### src/sv/tcw_pkg.sv
package tcw_pkg;

    localparam int COLUMNS_DEFAULT   = 80;
    localparam int ROWS_DEFAULT      = 25;
    localparam int TAB_WIDTH_DEFAULT = 8;

    localparam int COL_OUT_W = 7;
    localparam int ROW_OUT_W = 5;
    localparam int POS_W     = 11;
    localparam int CELL_W    = 16;
    localparam int CHAR_W    = 8;
    localparam int ATTR_W    = 8;

    typedef enum logic [1:0] {
        CMD_PUT   = 2'd0,
        CMD_READ  = 2'd1,
        CMD_CLEAR = 2'd2,
        CMD_NOP   = 2'd3
    } t_command;

    localparam logic REG_TEXT_ATTR  = 1'b0;
    localparam logic REG_CLEAR_ATTR = 1'b1;

    localparam logic [CHAR_W-1:0] CH_BACKSPACE  = 8'h08;
    localparam logic [CHAR_W-1:0] CH_TAB        = 8'h09;
    localparam logic [CHAR_W-1:0] CH_LF         = 8'h0A;
    localparam logic [CHAR_W-1:0] CH_CR         = 8'h0D;
    localparam logic [CHAR_W-1:0] CH_SPACE      = 8'h20;
    localparam logic [CHAR_W-1:0] CH_PRINT_LAST = 8'h7F;

    localparam logic [ATTR_W-1:0] ATTR_TEXT_RESET  = 8'h0F;
    localparam logic [ATTR_W-1:0] ATTR_CLEAR_RESET = 8'h07;
    localparam logic [CELL_W-1:0] CELL_RESET       = 16'h0720;

    typedef struct packed {
        logic store;
        logic scroll;
    } t_put_flags;

endpackage

### src/sv/tcw_cursor.sv
module tcw_cursor #(
    parameter int COLUMNS   = tcw_pkg::COLUMNS_DEFAULT,
    parameter int ROWS      = tcw_pkg::ROWS_DEFAULT,
    parameter int TAB_WIDTH = tcw_pkg::TAB_WIDTH_DEFAULT
) (
    input  logic [$clog2(COLUMNS)-1:0]   i_col,
    input  logic [$clog2(ROWS)-1:0]      i_row,
    input  logic [$clog2(TAB_WIDTH)-1:0] i_phase,
    input  logic [tcw_pkg::CHAR_W-1:0]   i_char,
    output logic [$clog2(COLUMNS)-1:0]   o_col,
    output logic [$clog2(ROWS)-1:0]      o_row,
    output logic [$clog2(TAB_WIDTH)-1:0] o_phase,
    output tcw_pkg::t_put_flags          o_flags
);
    import tcw_pkg::*;

    localparam int CW  = $clog2(COLUMNS);
    localparam int EW  = $clog2(COLUMNS + TAB_WIDTH);
    localparam int RW  = $clog2(ROWS);
    localparam int RNW = $clog2(ROWS + 1);
    localparam int PW  = $clog2(TAB_WIDTH);

    logic [EW-1:0]  w_col;
    logic [RNW-1:0] w_row;
    logic [PW-1:0]  w_phase;
    logic           w_store;
    logic           w_scroll;

    // The phase is the column modulo the tab width, tracked alongside the column.
    always_comb begin
        w_col    = EW'(i_col);
        w_row    = RNW'(i_row);
        w_phase  = i_phase;
        w_store  = 1'b0;
        w_scroll = 1'b0;
        case (i_char)
            CH_BACKSPACE: begin
                if (i_col != '0) begin
                    w_col   = EW'(i_col) - EW'(1);
                    w_phase = (i_phase == '0) ? PW'(TAB_WIDTH - 1) : i_phase - PW'(1);
                end
            end
            CH_TAB: begin
                w_col   = EW'(i_col) + EW'(TAB_WIDTH) - EW'(i_phase);
                w_phase = '0;
            end
            CH_CR: begin
                w_col   = '0;
                w_phase = '0;
            end
            CH_LF: begin
                w_col   = '0;
                w_row   = RNW'(i_row) + RNW'(1);
                w_phase = '0;
            end
            default: begin
                if (i_char inside {[CH_SPACE:CH_PRINT_LAST]}) begin
                    w_store = 1'b1;
                    w_col   = EW'(i_col) + EW'(1);
                    w_phase = (i_phase == PW'(TAB_WIDTH - 1)) ? '0 : i_phase + PW'(1);
                end
            end
        endcase
        if (w_col >= EW'(COLUMNS)) begin
            w_col   = '0;
            w_row   = w_row + RNW'(1);
            w_phase = '0;
        end
        if (w_row == RNW'(ROWS)) begin
            w_row    = RNW'(ROWS - 1);
            w_scroll = 1'b1;
        end
    end

    assign o_col          = CW'(w_col);
    assign o_row          = RW'(w_row);
    assign o_phase        = w_phase;
    assign o_flags.store  = w_store;
    assign o_flags.scroll = w_scroll;

endmodule

### config.mk
export PLATFORM = sky130hd
export DESIGN_NAME = tcw_cursor
export DESIGN_NICKNAME = d
export VERILOG_FILES = /design/src/sv/tcw_pkg.sv /design/src/sv/tcw_cursor.sv
export SDC_FILE = /design/constraint.sdc
export NUM_CORES = 1
export LEC_CHECK = 0
export ABC_AREA = 1
export BUFFER_PORTS_ARGS = -buffer_cell sky130_fd_sc_hd__buf_2
export CAP_MARGIN = 40
export CORE_AREA = 3 3 66 68
export DETAILED_ROUTE_END_ITERATION = 8
export DIE_AREA = 0 0 69 71
export GPL_ROUTABILITY_DRIVEN = 1
export GPL_TIMING_DRIVEN = 0
export PLACE_DENSITY = 0.66
export SYNTH_ARGS = -nofsm -noshare
export SYNTH_HDL_FRONTEND = slang
export SYNTH_SLANG_ARGS = --single-unit
### constraint.sdc
create_clock -name vclk -period 2.5
set_input_delay 0 -clock vclk [all_inputs]
set_output_delay 0 -clock vclk [all_outputs]
set_load 0.1 [all_outputs]
Yosys cells after proc, flatten, opt, wreduce, memory -nomap -nowiden
Cells that the tools add are included.
{"block": "word_totals", "out_inout_bits": 17, "elab_cells": 39, "register_bits": 0, "input_bits": 23}
{"block": "op_classes", "mux": 16, "eq_ne": 6, "order_cmp": 3, "addsub": 8, "reduce_logical": 6}
{"operator": "$eq 8x4->1 const B", "n": 4}
{"operator": "$mux 7", "n": 3}
{"operator": "$pmux 7 s3", "n": 1}
{"operator": "$mux 3", "n": 5}
{"operator": "$mux 5", "n": 3}
{"operator": "$add 5x1->5 const B", "n": 2}
{"operator": "$ge 8x6->1 const B", "n": 1}
{"operator": "$le 8x7->1 const B", "n": 1}
{"operator": "$add 7x1->7 const B", "n": 1}
{"operator": "$add 7x4->7 const B", "n": 1}
{"operator": "$ge 7x7->1 const B", "n": 1}
{"operator": "$reduce_bool 7->1", "n": 1}
{"operator": "$sub 7x1->7 const B", "n": 1}
{"operator": "$sub 7x3->7", "n": 1}
{"operator": "$pmux 3 s2", "n": 1}
{"operator": "$eq 5x5->1 const B", "n": 1}
{"operator": "$reduce_or 4->1", "n": 1}
{"operator": "$add 3x1->3 const B", "n": 1}
{"operator": "$eq 3x3->1 const B", "n": 1}
{"operator": "$logic_not 3->1", "n": 1}
{"operator": "$mux 1", "n": 3}
{"operator": "$reduce_or 3->1", "n": 1}
{"operator": "$sub 3x1->3 const B", "n": 1}
{"operator": "$reduce_or 2->1", "n": 1}
{"operator": "$logic_and 1x1->1", "n": 1}

Logic depth before layout (Yosys ltp)
Gate-level depths: netlist of the first run.
{"block": "depth", "ltp_word": 8, "ltp_mapped": 20, "mapped_depth_nobuf": 20}

Least setup slack after synthesis of the first run
OpenSTA, ideal clock, no wires.
{"block": "synth_timing", "kind": "input to output", "from": "input port i_phase[1]", "to": "output port o_col[0]", "t_required_ns": 2.500, "t_arrival_ns": 3.716, "path_stages": 14, "path_slack_ns": -1.216, "n_path_buf": 0, "cell_sequence": "inv_1 -> ha_1 -> ha_1 -> fa_1 -> nand2_1 -> nand3_1 -> xnor2_1 -> nand2_1 -> nand2_1 -> clkinv_1 -> nand3_4 -> nand2_4 -> inv_1 -> nor3_1"}
{"block": "synth_between", "elab_chain_cells": 4}
{"item": "start: declaration", "line": "tcw_cursor.sv:8", "source": "input logic [$clog2(TAB_WIDTH)-1:0] i_phase,"}
{"item": "$sub 7x3->7", "line": "tcw_cursor.sv:44", "source": "w_col = EW'(i_col) + EW'(TAB_WIDTH) - EW'(i_phase);"}
{"item": "$pmux 7 s3", "line": "tcw_cursor.sv:36", "source": "case (i_char)"}
{"item": "$ge 7x7->1", "line": "tcw_cursor.sv:64", "source": "if (w_col >= EW'(COLUMNS)) begin"}
{"item": "$mux 7", "line": "tcw_cursor.sv:64"}
{"item": "end: declaration", "line": "tcw_cursor.sv:10", "source": "output logic [$clog2(COLUMNS)-1:0] o_col,"}
Every way passes these cells.

Final worst setup path of the first run
{"block": "layout_timing", "from": "input port i_col[1]", "to": "output port o_col[1]"}
{"block": "layout_between", "elab_chain_cells": 5}
{"item": "start: declaration", "line": "tcw_cursor.sv:6", "source": "input logic [$clog2(COLUMNS)-1:0] i_col,"}
{"item": "$add 7x4->7, or another cell as far along", "line": "tcw_cursor.sv:44"}
{"item": "$sub 7x3->7, or another cell as far along", "line": "tcw_cursor.sv:44"}
{"item": "$pmux 7 s3 *", "line": "tcw_cursor.sv:36"}
{"item": "$ge 7x7->1", "line": "tcw_cursor.sv:64"}
{"item": "$mux 7 *", "line": "tcw_cursor.sv:64"}
Every way passes the cells marked *; elsewhere a longest branch is shown, timed or not.

==> results.cfg, run 1 <==
[worst_setup_path]
worstPathArrival_ns = 2.41
endpoint_kind = output port
critPathMaxStageDelay_ns = 0.35
critPathLaunchType = primary input
path_class = in -> out
critical_path.max_fanout = 6
path_cells = buf_6 -> ha_4 -> ha_4 -> fa_2 -> nand2_2 -> nand3_2 -> xnor2_2 -> nand2_1 -> nand2_1 -> clkinv_2 -> nand3_4 -> nand2_8 -> clkinvlp_4 -> buf_12 -> a2111oi_4 -> buf_6
critical-path-slowest-cell = fa_2
cp.required_ns = 2.50

[final_layout]
clock_buffers = 0
final-seq-area_um2 = 0
nFlopsAndLatches = 0
drive_gt1_frac = 0.411
diodes = 0
area_growth_pct = 46.6
multi_input_area_um2 = 1460
nets = 365
fillers = 411
fin_util = 0.572

[synth]
synth_area_um2 = 1530
avgSynthCellArea_um2 = 5.85
synth_fp_nets = 303
syn-instance-count = 261
yosysWarningCount = 0
ys_seq_area_frac = 0
synth.area.top_cells = nand2_1 (18%), ha_1 (15%), inv_1 (10%)
synth_top_cell_area_share = 0.182
yosys.cell_types.count = 36
yosys.area.top_type = nand2_1

[detailed_routing]
drc = 0
ant_nets = 0
vias = 1805
vias_per_cell = 4.87
detail_route.iter0.violations = 29
wl_um = 3960
drt_first_pass_iters = 4
drt-wirelength-per-cell_um = 10.7

[placed_design]
io_buffers = 40
place_ws_ns = -0.196
detailed_place_hpwl_um = 3140
place.gp.congestion = 0.820

[power_and_ir_drop]
ir_drop_mv = 0.199
power.leakage_nw = 1.15
power_density_nw_per_um2 = 259
power_uw = 581

[timing]
slew_violations = 0
fin_crit_sh = 0.965
worstMarginPinSlew_ns = 0.515
period_needed_ns = 2.41
rsz0062_at_grt = yes
hold_viol_final = 0
hold_ws_ns = 0.479
slew_headroom = 0.656
fmax_mhz = 415
fin_setup_tns_ns = 0
setup_ws_ns = 0.0886
setup_viol = 0

[die]
core_region_area_um2 = 3910
initial_core_util = 0.390
die_area_um2 = 4900
io_pins = 40
row_count = 23
fp.dieW_um = 69
die_y_um = 71

[global_route]
grt_pass1_wl_um = 6650
grt_max_degree = 10
first_global_vias = 1573
antenna_found_initial = 0
track_usage = 0.153
grt_overflow = 0

[status]
run_status = finished, final reports clean

[cts]
ctsHoldBuffers = 0

[min_path]
worst_hold_path_type = in -> out

[job]
drv_cap = 0
[Yosys cell counts, drive strengths merged]
cell     instances
a2111oi          1
a211oi           1
a21oi            7
a311oi           1
a31oi            2
buf              5
clkinv           3
fa               1
ha              18
inv             45
nand2           83
nand3           26
nand3b           1
nand4            7
nor2            36
nor3             3
o211ai           1
o21ai            8
o21bai           2
o22ai            1
xnor2            4
xor2             5
[what timing repair did]
action / in CTS / in global routing
setup endpoints to repair: 9 / 11
pin swaps: 0 / 12
gates resized for setup: 13 / 33
buffers inserted: 0 / 20
[per-layer routing]
metal / vias up / routed length, µm / GRT usage
li1: 949 / - / -
met1: 805 / 1760 / 0.201
met2: 47 / 1950 / 0.281
met3: 4 / 212 / 0.0170
met4: 0 / 44 / 0.0108
met5: - / 0 / 0
[power breakdown]
group          switching [mW]  internal, mW  leakage (nW)
clock network               0             0             0
logic                   0.391         0.190          1.15
registers                   0             0             0
[cells in the final DEF (no fill, tap or decap), drive strengths merged]
cell      instances
a2111oi           1
inv              43
nor3              3
o21bai            2
nand3            26
o211ai            1
clkinv            2
a31oi             2
nor2             36
clkinvlp          3
a21oi             7
o22ai             1
o21ai             8
a311oi            1
nand3b            1
xnor2             4
nand4             7
fa                1
ha               18
a211oi            1
xor2              5
nand2            83
buf              65
[worst max-delay path: cells and delay by family]
family	cells	cell delay, ns
adder cells (fa/ha/maj)	3	0.75
buffers and inverters	5	0.67
AND/OR/NAND/NOR	6	0.52
AO/OA/AOI/OAI	1	0.34
XOR/XNOR	1	0.14
[stage by stage]
step / std cells / cell area, µm²
floorplan: 261 / 1650
global placement: 351 / 1910
detailed placement: 351 / 1910
CTS: 351 / 1950
global route: 371 / 2240
finish: 371 / 2240
[path summary, 6_finish.rpt]
| check | start | endpoint | cells after the start |
|---|---|---|---|
| worst max-delay path | i_col[1] | o_col[1] | 16 |
| worst min-delay path | i_phase[2] | o_phase[2] | 4 |
[cells by family (layout without fill, tap and decap cells)]
group	after synthesis	after routing	synth area share
xor+xnor	9	9	0.0516
simple gates	156	156	0.520
buf+inv	53	113	0.154
fa+ha+maj	19	19	0.161
compound gates	24	24	0.114
[area by class of cell]
cell class / count / share of cell area
buffer: 5 / 0.0235
inverter: 48 / 0.0961
multi-input combinational: 208 / 0.654
tap: 50 / 0.0279
timing repair buffer: 60 / 0.199
(Power assumes the default switching activity.)
==> inputs of run 2 (changes only) <==
- MAX_ROUTING_LAYER: default -> met4
- PLACE_DENSITY: 0.66 -> default
==> results.cfg, run 2 (synthesis gave the netlist of run 1 again) <==
[placed_design]
detailed_place_hpwl_um = 3170
place_area_um2 = 1910
io_buffers = 40
place_ws_ns = -0.207
place.gp.congestion = 0.832
dp_cells = 351

[die]
row_count = 23
fp.dieW_um = 69
die_area_um2 = 4900
die_y_um = 71
initial_core_util = 0.390
io_pins = 40
core_region_area_um2 = 3910

[global_route]
track_usage = 0.157
grt_max_degree = 10
first_global_vias = 1524
grt_overflow = 0
grt_pass1_wl_um = 6560
antenna_found_initial = 0

[final_layout]
final-seq-area_um2 = 0
fin_area_um2 = 2060
drive_gt1_frac = 0.359
diodes = 0
final_cell_mix = nand2_1 (71), inv_1 (35), buf_2 (30)
final-instance-count-excl-fill = 354
nFlopsAndLatches = 0
fin_util = 0.526
nets = 348
final_common_cell = nand2_1
area_growth_pct = 34.7
clock_buffers = 0

[detailed_routing]
vias_per_cell = 4.67
drt-wirelength-per-cell_um = 10.5
wl_um = 3710
detail_route.iter0.violations = 54
drt_first_pass_iters = 4
drc = 0
vias = 1653
ant_nets = 0

[worst_setup_path]
cp.required_ns = 2.50
critical_path.max_fanout = 7
critPathLaunchType = primary input
path_class = in -> out
endpoint_kind = output port
worstPathArrival_ns = 2.36

[power_and_ir_drop]
power.leakage_nw = 1.06
power_density_nw_per_um2 = 263
power_uw = 541
ir_drop_mv = 0.185

[timing]
hold_viol_final = 0
setup_ws_ns = 0.139
worstMarginPinSlew_ns = 0.497
fin_crit_sh = 0.945
slew_headroom = 0.671
slew_violations = 0
fmax_mhz = 424
setup_viol = 0
period_needed_ns = 2.36

[min_path]
worst_hold_path_type = in -> out

[job]
drv_cap = 0

[status]
run_status = finished, final reports clean
run 2: per-stage QoR:
stage,hold slack [ns],setup TNS [ns]
floorplan,0.343,-0.534
global placement,0.574,-1.08
detailed placement,0.577,-1.03
CTS,0.489,-0.0377
global route,0.487,-0.0595
finish,0.468,0
run 2: area by class of cell:
type / instances / area (µm²)
buffer: 5 / 52.6
fill: 426 / 1860
inverter: 48 / 215
multi-input combinational: 208 / 1440
tap: 50 / 62.6
timing repair buffer: 43 / 292
run 2: final timing paths:
check / cells past startpoint / to / startpoint / slack, ns
hold / removal: 4 / o_phase[2] / i_phase[2] / 0.47
setup / recovery: 18 / o_col[1] / i_col[0] / 0.14
run 2: worst max-delay path: stages:
cell	delay (ns)
buf_2	0.14
inv_4	0.08
ha_4	0.13
inv_2	0.04
ha_4	0.16
fa_2	0.37
nand2_2	0.09
nand3_2	0.07
xnor2_1	0.13
nand2_1	0.06
nand2_1	0.06
clkinv_2	0.06
nand3_4	0.11
nand2_8	0.12
clkinvlp_4	0.10
buf_12	0.15
a2111oi_4	0.21
buf_6	0.27
run 2: timing repair:
item / CTS / global route
setup endpoints to repair: 9 / 10
cloned: 0 / 0
buffers inserted: 0 / 3
pin swaps: 0 / 2
resized for setup: 13 / 17
hold buffers: 0 / 0
run 2: report_power, final:
group	switching (mW)	internal (mW)	total, mW
clock network	0	0	0
logic	0.380	0.161	0.541
registers	0	0	0
run 2: layer usage:
metal | track usage | vias up | wire length [µm]
met4 | 0 | 0 | 0
met3 | 0.00568 | 0 | 141
met5 | - | - | 0
met1 | 0.211 | 707 | 1780
met2 | 0.280 | 26 | 1790
li1 | - | 920 | -
